### src/rtl/brib_pkg.sv
package brib_pkg;

  localparam int WordW    = 32;
  localparam int ByteW    = 8;
  localparam int ByteCntW = $clog2(WordW / ByteW);
  localparam int DivCntW  = $clog2(WordW);

  typedef enum logic [0:0] {
    REG_RANGE_LOW  = 1'b0,
    REG_RANGE_HIGH = 1'b1
  } cfg_reg_t;

  typedef enum logic [4:0] {
    S_IDLE  = 5'b00001,
    S_SETUP = 5'b00010,
    S_PREP  = 5'b00100,
    S_DIV   = 5'b01000,
    S_DONE  = 5'b10000
  } brib_state_t;

  typedef struct packed {
    logic take_byte;
    logic setup;
    logic prep;
    logic div_step;
    logic emit;
  } brib_cmd_t;

  typedef struct packed {
    logic word_done;
    logic div_done;
    logic reject;
    logic out_free;
  } brib_status_t;

endpackage

### src/rtl/brib_if.sv
interface brib_byte_if;
  logic                        valid;
  logic                        ready;
  logic [brib_pkg::ByteW-1:0]  random_byte;

  modport source (output valid, output random_byte, input ready);
  modport sink (input valid, input random_byte, output ready);
endinterface

interface brib_value_if;
  logic                              valid;
  logic                              ready;
  logic signed [brib_pkg::WordW-1:0] random_value;

  modport source (output valid, output random_value, input ready);
  modport sink (input valid, input random_value, output ready);
endinterface

### src/rtl/brib_ctrl.sv
module brib_ctrl (
  input  logic                   clk,
  input  logic                   rst_n,
  input  logic                   in_valid,
  output logic                   in_ready,
  input  brib_pkg::brib_status_t st,
  output brib_pkg::brib_cmd_t    cmd
);
  import brib_pkg::*;

  brib_state_t state_r, state_nxt;

  always_ff @(posedge clk) begin
    if (!rst_n) begin
      state_r <= S_IDLE;
    end else begin
      state_r <= state_nxt;
    end
  end

  always_comb begin
    state_nxt = state_r;
    cmd       = '0;
    in_ready  = (state_r == S_IDLE);
    unique case (state_r)
      S_IDLE: begin
        cmd.take_byte = in_valid;
        if (in_valid && st.word_done) begin
          state_nxt = S_SETUP;
        end
      end
      S_SETUP: begin
        cmd.setup = 1'b1;
        state_nxt = S_PREP;
      end
      S_PREP: begin
        cmd.prep  = 1'b1;
        state_nxt = S_DIV;
      end
      S_DIV: begin
        cmd.div_step = 1'b1;
        if (st.div_done) begin
          state_nxt = S_DONE;
        end
      end
      S_DONE: begin
        if (st.reject) begin
          state_nxt = S_IDLE;
        end else if (st.out_free) begin
          cmd.emit  = 1'b1;
          state_nxt = S_IDLE;
        end
      end
      default: begin
        state_nxt = S_IDLE;
      end
    endcase
  end

endmodule

### src/rtl/brib_dp.sv
module brib_dp (
  input  logic                                clk,
  input  logic                                rst_n,
  input  brib_pkg::brib_cmd_t                 cmd,
  output brib_pkg::brib_status_t              st,
  input  logic [brib_pkg::ByteW-1:0]          random_byte,
  input  logic                                cfg_we,
  input  brib_pkg::cfg_reg_t                  cfg_index,
  input  logic [brib_pkg::WordW-1:0]          cfg_wdata,
  output logic                                out_valid,
  input  logic                                out_ready,
  output logic signed [brib_pkg::WordW-1:0]   random_value
);
  import brib_pkg::*;

  logic [WordW-1:0]    range_low_r, range_high_r;
  logic [ByteCntW-1:0] byte_cnt_r;
  logic [DivCntW-1:0]  div_cnt_r;
  logic                out_valid_r;
  logic [WordW-1:0]    out_value_r;

  logic [WordW-1:0]    word_r;
  logic [WordW-1:0]    lo_r;
  logic [WordW-1:0]    span_r;
  logic [WordW-1:0]    div_r;
  logic                full_r;
  logic [WordW-1:0]    rem_r, rem_nxt;

  logic                swap;
  logic [WordW:0]      trial;
  logic [WordW:0]      trial_diff;
  logic [WordW-1:0]    base;
  logic [WordW-1:0]    result;

  assign swap = $signed(range_high_r) < $signed(range_low_r);

  assign trial      = {rem_r, word_r[~div_cnt_r]};
  assign trial_diff = trial - {1'b0, div_r};
  assign rem_nxt    = trial_diff[WordW] ? trial[WordW-1:0] : trial_diff[WordW-1:0];

  assign base   = word_r - rem_r;
  assign result = lo_r + (full_r ? word_r : rem_r);

  always_comb begin
    st.word_done = &byte_cnt_r;
    st.div_done  = &div_cnt_r;
    st.reject    = !full_r && (base > ~div_r);
    st.out_free  = !out_valid_r || out_ready;
  end

  always_ff @(posedge clk) begin
    if (!rst_n) begin
      range_low_r  <= '0;
      range_high_r <= '0;
      byte_cnt_r   <= '0;
      div_cnt_r    <= '0;
      out_valid_r  <= 1'b0;
    end else begin
      if (cfg_we) begin
        unique case (cfg_index)
          REG_RANGE_LOW:  range_low_r  <= cfg_wdata;
          REG_RANGE_HIGH: range_high_r <= cfg_wdata;
          default: ;
        endcase
      end
      if (cmd.take_byte) begin
        byte_cnt_r <= byte_cnt_r + 1'b1;
      end
      if (cmd.prep) begin
        div_cnt_r <= '0;
      end else if (cmd.div_step) begin
        div_cnt_r <= div_cnt_r + 1'b1;
      end
      if (cmd.emit) begin
        out_valid_r <= 1'b1;
      end else if (out_ready) begin
        out_valid_r <= 1'b0;
      end
    end
  end

  always_ff @(posedge clk) begin
    if (cmd.take_byte) begin
      word_r[byte_cnt_r*ByteW +: ByteW] <= random_byte;
    end
    if (cmd.setup) begin
      lo_r   <= swap ? range_high_r : range_low_r;
      span_r <= swap ? (range_low_r - range_high_r) : (range_high_r - range_low_r);
    end
    if (cmd.prep) begin
      div_r  <= span_r + 1'b1;
      full_r <= &span_r;
      rem_r  <= '0;
    end else if (cmd.div_step) begin
      rem_r <= rem_nxt;
    end
    if (cmd.emit) begin
      out_value_r <= result;
    end
  end

  assign out_valid    = out_valid_r;
  assign random_value = $signed(out_value_r);

endmodule

### src/rtl/bounded_random_int_from_bytes.sv
// Draws uniform signed integers in the inclusive range set by range_low and range_high
// (swapped internally if given reversed) from a stream of random bytes. Four accepted
// bytes, least significant first, form one 32-bit word; bytes one to three are taken at
// one per cycle. The fourth byte starts the setup steps S_SETUP and S_PREP, then a
// bit-serial remainder unit over all 32 word bits, then a step that checks and loads the
// result; no byte of the next word is taken before that step is done. Words that would
// bias the result are dropped without output. One result waits in the output register;
// the next word is taken and reduced while it waits, and the block then holds an accepted
// word at the check step, with the input stalled, until the output register frees.
module bounded_random_int_from_bytes (
  input  logic                          clk,
  input  logic                          rst_n,
  brib_byte_if.sink                     in_byte,
  brib_value_if.source                  out_value,
  input  logic                          cfg_we,
  input  brib_pkg::cfg_reg_t            cfg_index,
  input  logic [brib_pkg::WordW-1:0]    cfg_wdata
);
  import brib_pkg::*;

  brib_cmd_t    cmd;
  brib_status_t st;

  brib_ctrl u_ctrl (
    .clk      (clk),
    .rst_n    (rst_n),
    .in_valid (in_byte.valid),
    .in_ready (in_byte.ready),
    .st       (st),
    .cmd      (cmd)
  );

  brib_dp u_dp (
    .clk          (clk),
    .rst_n        (rst_n),
    .cmd          (cmd),
    .st           (st),
    .random_byte  (in_byte.random_byte),
    .cfg_we       (cfg_we),
    .cfg_index    (cfg_index),
    .cfg_wdata    (cfg_wdata),
    .out_valid    (out_value.valid),
    .out_ready    (out_value.ready),
    .random_value (out_value.random_value)
  );

endmodule

### src/flat_wrapper.sv
// flat-port wrapper written by rule: the top's interface ports become plain ports
module bounded_random_int_from_bytes_flat import brib_pkg::*;
  (clk, rst_n, cfg_we, cfg_index, cfg_wdata, in_byte_valid, in_byte_random_byte, in_byte_ready, out_value_valid, out_value_random_value, out_value_ready);
  brib_byte_if in_byte_i ();
  brib_value_if out_value_i ();
  input  logic clk;
  input  logic rst_n;
  input  logic cfg_we;
  input  brib_pkg::cfg_reg_t cfg_index;
  input  logic [brib_pkg::WordW-1:0] cfg_wdata;
  input wire logic [$bits(in_byte_i.valid)-1:0] in_byte_valid;
  input wire logic [$bits(in_byte_i.random_byte)-1:0] in_byte_random_byte;
  output wire logic [$bits(in_byte_i.ready)-1:0] in_byte_ready;
  output wire logic [$bits(out_value_i.valid)-1:0] out_value_valid;
  output wire logic [$bits(out_value_i.random_value)-1:0] out_value_random_value;
  input wire logic [$bits(out_value_i.ready)-1:0] out_value_ready;
  assign in_byte_i.valid = in_byte_valid;
  assign in_byte_i.random_byte = in_byte_random_byte;
  assign in_byte_ready = in_byte_i.ready;
  assign out_value_valid = out_value_i.valid;
  assign out_value_random_value = out_value_i.random_value;
  assign out_value_i.ready = out_value_ready;
  bounded_random_int_from_bytes u_core (.clk(clk), .rst_n(rst_n), .in_byte(in_byte_i), .out_value(out_value_i), .cfg_we(cfg_we), .cfg_index(cfg_index), .cfg_wdata(cfg_wdata));
endmodule
### config.mk
export PLATFORM = sky130hd
export DESIGN_NAME = bounded_random_int_from_bytes_flat
export DESIGN_NICKNAME = d
export VERILOG_FILES = /design/src/rtl/brib_pkg.sv /design/src/rtl/brib_if.sv /design/src/rtl/brib_ctrl.sv /design/src/rtl/brib_dp.sv /design/src/rtl/bounded_random_int_from_bytes.sv /design/src/flat_wrapper.sv
export SDC_FILE = /design/constraint.sdc
export NUM_CORES = 1
export LEC_CHECK = 0
export BUFFER_PORTS_ARGS = -buffer_cell sky130_fd_sc_hd__buf_2
export CORE_AREA = 2 2 202 204
export CTS_BUF_LIST = sky130_fd_sc_hd__clkbuf_4 sky130_fd_sc_hd__clkbuf_8
export CTS_CLUSTER_DIAMETER = 60
export DETAILED_ROUTE_END_ITERATION = 10
export DIE_AREA = 0 0 204 206
export PLACE_DENSITY = 0.66
export SLEW_MARGIN = 20
export SYNTH_ARGS = -nofsm -noshare
export SYNTH_HDL_FRONTEND = slang
export SYNTH_SLANG_ARGS = --single-unit
### constraint.sdc
create_clock -name clk -period 10.1 [get_ports clk]
set_input_delay 1.515 -clock clk [delete_from_list [all_inputs] [get_ports clk]]
set_output_delay 1.515 -clock clk [all_outputs]
set_load 0.01 [all_outputs]
After elaboration in Yosys (flattened, before gate mapping)
Cells that the tools add are included.
W data, S select, Z words.
- bits in registers: 270
- input port bits: 46
- output and inout bits: 34
- add/subtract/negate cells: 9
- magnitude comparators: 3
- eq/ne operators: 8
- shifts and indexed selects: 2
- mux-type cells: 21
- bitwise gates (word level): 4
- reductions and logical operators: 13
- operators by type and width (cell ; count):
    $mux W32 ; 4
    $sub A32 B32 Y32 ; 3
    $neg A5 Y34 ; 1
    $shift A8 B34 Y32 const A ; 1
    $shiftx A8 B34 Y32 ; 1
    $sub A33 B32 Y33 ; 1
    $add A32 B1 Y32 const B ; 1
    $add A32 B32 Y32 ; 1
    $bwmux W32 ; 1
    $gt A32 B32 Y1 ; 1
    $lt A32 B32 Y1 ; 1
    $not A32 Y32 ; 1
    $reduce_and A32 Y1 ; 1
    $pmux W5 S5 ; 1
    $mux W5 ; 4
    $mux W1 ; 10
    $lt A5 B6 Y1 const B ; 1
    $reduce_and A2 Y1 ; 3
    $add A5 B1 Y5 const B ; 1
    $bmux W1 S5 ; 1
    $eq A5 B1 Y1 const B ; 1
    $eq A5 B2 Y1 const B ; 1
    $eq A5 B3 Y1 const B ; 1
    $eq A5 B4 Y1 const B ; 1
    13 further kinds ; 17

Logic depth before layout (Yosys ltp)
Gate-level depths: netlist (run 1).
- depth after elaboration: 6
- depth in mapped cells: 25

Modules after synthesis
From an unflattened synthesis (run 1), not the netlist that was laid out.
- cell total of the unflattened synthesis: 2290
- area, all modules: 20109.3 um^2
- modules (own cells, without submodules) (module ; times used ; cells each ; area an instance (um^2) ; sequential area each (um^2)):
    brib_dp ; 1 ; 2254 ; 19797.7 ; 6916.6
    brib_ctrl ; 1 ; 36 ; 311.5 ; 100.1

Worst setup path before layout (run 1)
OpenSTA, ideal clock, no wires.
- path kind: register -> register
- start: register u_core.u_dp.word_r[0]
- end: register u_core.u_dp.out_value_r[0], in the netlist u_core.u_dp.random_value[0], enable pin
- data arrival time: 5896 ps
- data required time: 9675 ps
- setup slack: 3779 ps
- stages on the path, launching flop included: 26
- buffers on the path: 0
- path through: edfxtp_1 inv_1 ha_1 inv_1 fa_1 a21o_1 a21oi_1 o211a_1 o21ai_0 a221oi_1 o21ai_0 a21oi_1 o21bai_1 a21oi_1 xnor2_1 ha_1 a21o_1 a21o_1 a21o_1 a21o_1 a21oi_1 nor2b_1 o21ai_0 a221oi_1 nor4b_1 nor2b_1
- RTL lines (item ; line ; source):
    start: declaration ; brib_dp.sv:22 ; logic [WordW-1:0] word_r;
    start signal: indexed assignment ; brib_dp.sv:84 ; word_r[byte_cnt_r*ByteW +: ByteW] <= random_byte;
    end signal: assignment ; brib_dp.sv:98 ; out_value_r <= result;
    end: declaration ; brib_dp.sv:20 ; logic [WordW-1:0] out_value_r;

==> results of run 1 <==
==> area by class of cell <==
type | instances | area, µm² | area share
clock inverters | 15 | 172.7 | 0.007995
repair buffers | 93 | 500.5 | 0.02317
multi-input cells | 1686 | 11680 | 0.5409
flip-flops and latches | 270 | 7017 | 0.3249
clock buffers | 74 | 899.6 | 0.04165
inverters | 176 | 660.6 | 0.03059
well taps | 532 | 665.6 | 0.03082
==> layout by cell type (no fill, tap or decap), drive strengths merged, types with 20 or more instances in the layout <==
cell type / n
xnor2: 104
and3: 23
buf: 93
nor2b: 24
a21o: 112
o21ai: 174
a21boi: 73
nand2: 299
nand2b: 23
xor2: 43
and2: 40
nand3: 33
o21a: 20
nand4: 30
ha: 197
inv: 177
clkbuf: 74
mux2i: 35
nor2: 95
a21oi: 152
edfxtp: 161
dfxtp: 109
==> registers in the layout, indices dropped and copies added (netlist names), 32 cells and up <==
signal,count
u_core.u_dp.range_high_r,32
u_core.u_dp.random_value,32
u_core.u_dp.word_r,32
u_core.u_dp.lo_r,32
u_core.u_dp.rem_r,32
u_core.u_dp.div_r,32
u_core.u_dp.span_r,32
u_core.u_dp.range_low_r,32
==> where the power goes <==
group | leakage, nW | switching, mW | internal (mW)
Clock | 0.571 | 0.476 | 0.669
Sequential | 2.35 | 0.0486 | 1.27
Combinational | 6.37 | 0.710 | 0.490
==> routing by layer <==
layer	wire, µm	GRT usage
met5	0	0
met4	1751	0.09187
met3	3316	0.04068
met2	23400	0.4037
met1	23230	0.3307
==> cells by family (layout without fill, tap and decap cells) <==
| group | Yosys count | after routing | synth area share |
|---|---|---|---|
| AOI/OAI and AO/OA | 665 | 665 | 0.2180 |
| and+or+nand+nor | 627 | 627 | 0.1488 |
| DFF | 270 | 270 | 0.3564 |
| buffers and inverters | 257 | 358 | 0.05198 |
| adders and majority gates | 202 | 202 | 0.1303 |
| xor gates and xnor gates | 147 | 147 | 0.06539 |
| muxes | 45 | 45 | 0.02923 |
==> path summary, 6_finish.rpt <==
path	startpoint	slack, ns	endpoint	cells past startpoint
worst max-delay path	u_core.u_dp.word_r[0]	3.70	u_core.u_dp.random_value[2]	25
worst min-delay path	u_core.u_dp.range_low_r[31]	0.47	u_core.u_dp.range_low_r[31]	2
worst max register to register	u_core.u_dp.word_r[0]	3.70	u_core.u_dp.random_value[2]	25
worst min register to register	u_core.u_dp.range_low_r[31]	0.47	u_core.u_dp.range_low_r[31]	2
==> stage by stage <==
step,cells,worst slack [ns],total power [mW],utilization,hold WS [ns]
6_report,2846,3.696,3.665,0.5375,0.4691
5_1_grt,2846,3.147,3.875,0.5375,0.5026
4_1_cts,2846,3.636,3.674,0.5375,0.4715
3_5_place_dp,2757,3.633,2.521,0.5108,0.4638
3_3_place_gp,2757,3.839,2.491,0.5107,0.4589
2_1_floorplan,2213,3.779,2.222,-,0.4435
==> tightest hold or removal path, stage by stage, from the launching register on <==
cell and delay, ns:
dfxtp_1 0.31, nand2_1 0.05, a21boi_0 0.07
==> impl_metrics.ini, run 1 <==
[global_route]
antenna_found_initial = 1
largest_net_degree_at_the_start_of_global_routing = 66
globalRouteTotalUtil = 0.2473
grt_pass1_vias = 15750
grt_pass1_wl_um = 81940
grt-ovfl-total = 0

[worst_setup_path]
critPathArrivalTime_ns = 6.64
critPathCaptureType = flop
crit_fanout = 32
crit_path_start_kind = flop
critical-path-max-stage-delay_ns = 0.87
worst-endpoint-required_ns = 10.34
timing.critical_path.max_delay_family = compound AO/OA/AOI/OAI gates
cp_num_buf_inv = 2
critPathKind = reg2reg
worst_path_most_repeated_cell = a21o_1
critical_path.slowest_cell = nor2b_4

[routing]
routed_via_density = 5.714
dr.pass1.iters = 7
vias = 16260
routed_wl_um = 51690
detail_route.drc_violations = 0
wire_per_inst_um = 18.16
detail_route.iter0.violations = 1463
ant_nets = 0

[synth]
yosys_most_used_dff = edfxtp_1
synth_async_sr_flop_share = 0
post_synth_most_frequent_cells = nand2_1, ha_1, inv_1
synth-seq-area-share = 0.3564
yosys.cell_count.top_type = nand2_1
syn-mean-instance-area_um2 = 8.897
synth_enable_flop_cells = 161
mappedNetlistArea_um2 = 19690
synthTopCellsByArea = edfxtp_1, ha_1, dfxtp_1
netlist.top_cell.by_area = edfxtp_1
post_synth_num_cell_types = 83
syn_inst = 2213
netlist.area_leader.share = 0.2455
syn_nets = 2461
ys.warnings.count = 0
synth-seq-cells = 270

[sta]
tns_ns = 0
grt_setup_unrepaired = false
setup_viol = 0
fmax_mhz = 156.2
slew-limit-headroom = 0.2955
timing.final.hold_violations = 0
final.setup_skew_ns = 0.02982
max_slew.worst_pin.slew_ns = 1.047
period_minus_slack_ns = 6.404
timing_max_transition_violations_final = 0
finalCritPeriodShare = 0.6341

[worst_hold_path]
worst_hold_path_type = reg2reg

[clock_tree]
cts_tree = built
htree_levels = 2
ctsLongestPathBuffers = 3
clock_insertion_delay_at_the_later_pin_of_the_skew_report_ns = 0.63
clkTransAtPathRegs_ns = 0.06
ctsRootBufferMaster = clkbuf_8
cts_setup_buffers = 0
clock_sinks = 270
numCtsBuffers = 48
post_cts_hold_buffer_count = 0
cts.repair.resized = 0

[cells_and_area]
fillerInstances = 3773
final_layout_size_suffix_gt1_frac = 0.09680
finalInstanceArea_um2 = 21600
layout-area-overhead-vs-synth_pct = 9.684
antennaDiodeCount = 0
num-nets-final = 2523

[floorplan]
coreArea_um2 = 40180
die_h_um = 206
rows = 74
die_ar_um2 = 42020
initial_cell_density_of_the_core = 0.4900
io-pin-count = 80
die_w_um = 204

[pwr]
vdd_drop_max_mv = 0.09413
leakage_nw = 9.294
pwr_density_cell_nw_per_um2 = 169.7

[flow_run]
cap_viol_max_count = 0

[place]
gp_congestion = 0.9136
placed_area_um2 = 20520
dp_hpwl_um = 39980
port_buffers = 79

[outcome]
status = finished clean
(Power assumes the default switching activity.)
==> inputs of run 2 (changes only) <==
ABC_AREA = 1   (was default)
CORE_AREA = 2 2 215 217   (was 2 2 202 204)
DIE_AREA = 0 0 217 219   (was 0 0 204 206)
clock period = 6.24 ns   (was 10.1 ns; I/O delays follow)
==> run 2 against run 1 <==
Sequential share of layout area decreased by 3.5 points. Clock-buffer cell count is 4 lower. Clock skew is 0.0075 ns higher. Largest power group is now combinational logic. Clock power rose by 70%. Worst hold slack improved by 0.0045 ns. Flip-flop and latch count did not move. Utilization barely moved. Register-to-register slack got worse by 2.0 ns. Maximum frequency grew 42%. Largest cell class unchanged. Sequential power rose by 64%.
==> impl_metrics.ini, run 2 <==
[floorplan]
die_h_um = 219
io-pin-count = 80
die_ar_um2 = 47520
rows = 78
die_w_um = 217
initial_cell_density_of_the_core = 0.4950
coreArea_um2 = 45090

[clock_tree]
cts.repair.resized = 0
numCtsBuffers = 51
cts_setup_buffers = 0
clock_sinks = 270
post_cts_hold_buffer_count = 0
clkTransAtPathRegs_ns = 0.06
ctsRootBufferMaster = clkbuf_8
htree_levels = 2
clock_insertion_delay_at_the_later_pin_of_the_skew_report_ns = 0.65
ctsLongestPathBuffers = 3
cts_tree = built

[routing]
dr.pass1.iters = 6
ant_nets = 0
vias = 21490
routed_via_density = 5.444
routed_wl_um = 78710
detail_route.iter0.violations = 1863
detail_route.drc_violations = 0
wire_per_inst_um = 19.94

[global_route]
grt_pass1_wl_um = 119300
antenna_found_initial = 8
grt_pass1_vias = 20930
grt-ovfl-total = 0
globalRouteTotalUtil = 0.3325
largest_net_degree_at_the_start_of_global_routing = 70

[synth]
synth_async_sr_flop_share = 0
post_synth_most_frequent_cells = nand2_1, inv_1, a21oi_1
synthTopCellsByArea = edfxtp_1, nand2_1, ha_1
synth_enable_flop_cells = 161
syn_nets = 3489
mappedNetlistArea_um2 = 22320
post_synth_num_cell_types = 50
netlist.top_cell.by_area = edfxtp_1
synth-seq-area-share = 0.3144
netlist.area_leader.share = 0.2166
yosys_most_used_dff = edfxtp_1
syn-mean-instance-area_um2 = 6.886
syn_inst = 3241
yosys.cell_count.top_type = nand2_1
ys.warnings.count = 0
synth-seq-cells = 270

[sta]
setup_viol = 0
finalCritPeriodShare = 0.7249
fmax_mhz = 221.1
timing.final.ws_setup_ns = 1.717
final.setup_skew_ns = 0.03736
grt_setup_unrepaired = false
slew-limit-headroom = 0.3667
timing.final.hold_violations = 0
max_slew.worst_pin.slew_ns = 0.9499
timing_max_transition_violations_final = 0
period_minus_slack_ns = 4.523
tns_ns = 0

[pwr]
pwr_density_cell_nw_per_um2 = 274.2
leakage_nw = 11.81
vdd_drop_max_mv = 0.1933

[place]
place_ws_ns = 1.733
gp_congestion = 1.053
port_buffers = 79
dp_hpwl_um = 65000
dpl.cell_count = 3848

[worst_setup_path]
critical_path.reg2reg.startpoint = u_core.u_dp.word_r[10]
critPathKind = reg2reg
critPathCaptureType = flop
crit_path_start_kind = flop
worst_path_most_repeated_cell = nand2_1
cp_cell_sequence = ha_1 -> nand2_1 -> nor2_1 -> nand4_1 -> o21ai_0 -> nand2_1 -> nand2_1 -> xor2_1 -> ha_1 -> nand2_1 -> nor2_1 -> nand2_1 -> nor2_1 -> a21oi_1 -> nand2_1 -> nand2_1 -> nor2_2 -> buf_4
critPathArrivalTime_ns = 4.80
critical_path.slowest_cell = o21ai_0
worst-endpoint-required_ns = 6.52
critical-path-max-stage-delay_ns = 0.55
slack_of_the_worst_reg_to_reg_path_ns = 1.72
crit_fanout = 32
r2r_cells = 18
regToRegEndpoint = u_core.u_dp.random_value[25]

[worst_hold_path]
hold_path.startpoint = u_core.u_dp.rem_r[13]
worst_hold_path.endpoint = u_core.u_dp.rem_r[13]
worst_hold_path_type = reg2reg
min_delay_path_depth = 2

[cells_and_area]
final_layout_size_suffix_gt1_frac = 0.07211
mostFrequentLayoutCells = nand2_1, inv_1, a21oi_1, nor2_1, ha_1
final_common_cell = nand2_1
final_util = 0.5374
num-nets-final = 3549
layout-area-overhead-vs-synth_pct = 8.561
finish.cell_count_without_fillers = 3948

[outcome]
status = finished clean

[flow_run]
cap_viol_max_count = 0
==> run 2: report_power, final <==
| part | leakage (nW) | switching [mW] | internal [mW] |
|---|---|---|---|
| clock network | 0.593 | 0.826 | 1.12 |
| logic | 8.86 | 1.75 | 0.776 |
| registers | 2.36 | 0.103 | 2.07 |
| total | 11.8 | 2.68 | 3.97 |
==> run 2: worst max path at each step <==
| stage | start | to | slack [ns] | depth (start not counted) |
|---|---|---|---|---|
| finish | u_core.u_dp.word_r[10] | u_core.u_dp.random_value[25] | 1.72 | 18 |
| global route | u_core.u_dp.word_r[10] | u_core.u_dp.random_value[30] | 1.31 | 24 |
| CTS | u_core.u_dp.word_r[10] | u_core.u_dp.random_value[25] | 1.64 | 18 |
| detailed placement | u_core.u_dp.word_r[10] | u_core.u_dp.random_value[20] | 1.73 | 18 |
| global placement | u_core.u_dp.word_r[10] | u_core.u_dp.random_value[20] | 1.81 | 18 |
| floorplan | u_core.u_dp.word_r[2] | u_core.u_dp.random_value[0] | 1.72 | 20 |
==> run 2: layer usage <==
metal  track usage  part of all wire  vias to the layer above
met2        0.5593              0.46                      741
met5             0                 0                        -
met3       0.05405             0.058                      217
li1              -                 -                    10630
met1        0.4032              0.42                     9910
met4        0.1929             0.060                        0
==> run 2: layout make-up <==
cell class / count / area, µm²
repair buffers: 88 / 462.9
flip-flops and latches: 270 / 7017
diodes: 6 / 15.01
clock buffers: 70 / 875.8
multi-input cells: 2410 / 13050
inverters: 480 / 1802
fillers: 4556 / 20860
well taps: 600 / 750.7
clock inverters: 24 / 259.0
==> run 2: kinds of logic after synthesis <==
group / after synthesis / synth area share
adders and majority gates: 202 / 0.1149
AOI/OAI and AO/OA: 557 / 0.1357
and+or+nand+nor: 1515 / 0.2798
buffers and inverters: 561 / 0.1018
DFF: 270 / 0.3144
xor gates and xnor gates: 136 / 0.05337
==> run 2: stage by stage <==
stage                     area [µm²]  power, mW  hold WS, ns
after floorplan                22320      3.944       0.4482
after global placement         23070      4.655       0.4616
after detailed placement       23070      4.669       0.4636
after CTS                      24210      6.634       0.4738
after global routing           24210      7.040       0.4892
final                          24230      6.643       0.4736
==> run 2: critical path, delay by kind of cell, from the launching register on <==
family	cells	cell delay (ns)
DFF	1	0.49
adders and majority gates	2	0.70
and+or+nand+nor	12	1.81
buffers and inverters	1	0.37
xor gates and xnor gates	1	0.10
AOI/OAI and AO/OA	2	0.68
==> inputs of run 3 (changes only) <==
PLACE_DENSITY = 0.68   (was 0.66)
clock period = 3.9 ns   (was 6.24 ns; I/O delays follow)
==> run 3 against run 2 <==
Critical path depth is 1 higher. Clock-buffer cell count stayed put. Sequential share of layout area is 1.3 points lower. Critical path type unchanged. Critical endpoint is now u_core.u_dp.random_value[9]. Highest routed layer unchanged.
==> impl_metrics.ini, run 3 (same netlist as run 2, synthesis figures left out) <==
[worst_setup_path]
worst-endpoint-required_ns = 4.24
crit_path_start_kind = flop
critPathKind = reg2reg
crit_fanout = 8
slack_of_the_worst_reg_to_reg_path_ns = 0.05
critPathCaptureType = flop
critPathArrivalTime_ns = 4.19

[routing]
vias = 21800
wire_per_inst_um = 19.93
routed_wl_um = 80190
dr.pass1.iters = 6
ant_nets = 0
detail_route.iter0.violations = 1904
detail_route.drc_violations = 0
routed_via_density = 5.416

[cells_and_area]
final_util = 0.5624
final_common_cell = nand2_1
antennaDiodeCount = 0
final-seq-area_um2 = 7019
multi_input_comb_area_um2 = 13480
fillerInstances = 4511
finish.cell_count_without_fillers = 4024
layout-area-overhead-vs-synth_pct = 13.63
mostFrequentLayoutCells = nand2_1, inv_1, a21oi_1, nor2_1, o21ai_0
final_layout_size_suffix_gt1_frac = 0.1127
num-nets-final = 3631

[place]
port_buffers = 79
gp_congestion = 1.001
dpl.cell_count = 3917
dp_hpwl_um = 65550

[floorplan]
io-pin-count = 80
die_h_um = 219
rows = 78
initial_cell_density_of_the_core = 0.4950
die_ar_um2 = 47520
coreArea_um2 = 45090
die_w_um = 217

[global_route]
antenna_found_initial = 1
largest_net_degree_at_the_start_of_global_routing = 95
globalRouteTotalUtil = 0.3329
grt_pass1_wl_um = 120000
grt_pass1_vias = 20710
grt-ovfl-total = 0

[clock_tree]
numCtsBuffers = 51
ctsLongestPathBuffers = 3
htree_levels = 2
clock_sinks = 270
ctsRootBufferMaster = clkbuf_8
clkTransAtPathRegs_ns = 0.06
cts_tree = built
clock_insertion_delay_at_the_later_pin_of_the_skew_report_ns = 0.63
post_cts_hold_buffer_count = 0

[sta]
timing_max_transition_violations_final = 0
max_slew.worst_pin.slew_ns = 0.9289
setup_viol = 0
period_minus_slack_ns = 3.852
timing.final.hold_violations = 0
fmax_mhz = 259.6
final.setup_skew_ns = 0.01565
slew-limit-headroom = 0.3793
finalCritPeriodShare = 0.9877
worst_hold_slack_ns = 0.2378
grt_setup_unrepaired = true

[flow_run]
cap_viol_max_count = 0

[pwr]
leakage_nw = 12.28
vdd_drop_max_mv = 0.3193
p_total_mw = 10.99
pwr_density_cell_nw_per_um2 = 433.2

[outcome]
status = finished clean

[worst_hold_path]
worst_hold_path_type = in2reg
run 3: worst paths after layout:
kind	endpoint	cells after the start	startpoint
setup / recovery	u_core.u_dp.random_value[9]	19	u_core.u_dp.word_r[5]
hold / removal	u_core.u_dp.range_low_r[16]	3	cfg_wdata[16]
setup reg to reg	u_core.u_dp.random_value[9]	19	u_core.u_dp.word_r[5]
hold reg to reg	u_core.u_dp.rem_r[2]	2	u_core.u_dp.rem_r[2]
run 3: stage by stage:
| stage | setup slack (ns) | setup TNS [ns] | area, µm² |
|---|---|---|---|
| 2_1_floorplan | 0.2456 | 0 | 22330 |
| 3_3_place_gp | -0.02572 | -0.7633 | 23670 |
| 3_5_place_dp | -0.04094 | -1.236 | 23670 |
| 4_1_cts | 0.05830 | 0 | 24840 |
| 5_1_grt | -0.05891 | -1.341 | 25360 |
| 6_report | 0.04800 | 0 | 25360 |
run 3: cell type report:
class | instances | area share
flip-flops and latches | 270 | 0.2768
repair buffers | 170 | 0.04727
well taps | 600 | 0.02960
clock inverters | 24 | 0.007746
multi-input cells | 2410 | 0.5315
clock buffers | 70 | 0.03602
inverters | 480 | 0.07105
run 3: power breakdown:
group | internal, mW | leakage, nW | switching (mW) | total, mW
combinational | 1.51 | 9.33 | 2.97 | 4.48
sequential | 3.31 | 2.36 | 0.150 | 3.46
clock | 1.72 | 0.583 | 1.33 | 3.05
run 3: per-layer routing:
metal | GRT usage | up-vias | wire length (µm)
met5 | 0 | - | 0
met4 | 0.1406 | 0 | 3645
met3 | 0.05405 | 156 | 5378
met2 | 0.5585 | 716 | 37080
met1 | 0.4252 | 10150 | 34080
li1 | - | 10770 | -
run 3: what timing repair did:
item                                    in CTS  in global routing
hold endpoints to repair                     0                  0
resized for setup                            8                 81
endpoints found under the setup margin      32                 64
pin swaps                                    1                 19
gates cloned                                 1                  1
buffers inserted                             2                  9
run 3: critical path, cell delays in order, from the launching register on:
cell and delay (ns):
edfxtp_1 0.45, ha_1 0.43, nand2_1 0.19, a31oi_4 0.22
nor2_4 0.06, o21ai_1 0.14, buf_4 0.18, nand2_4 0.06
a21oi_1 0.17, xor2_1 0.09, ha_1 0.28, nand2_1 0.07
nor2_2 0.13, nand4_1 0.14, nor2_2 0.15, a21oi_1 0.09
nand2_2 0.15, nand2_4 0.07, nor2_4 0.25, clkbuf_16 0.21
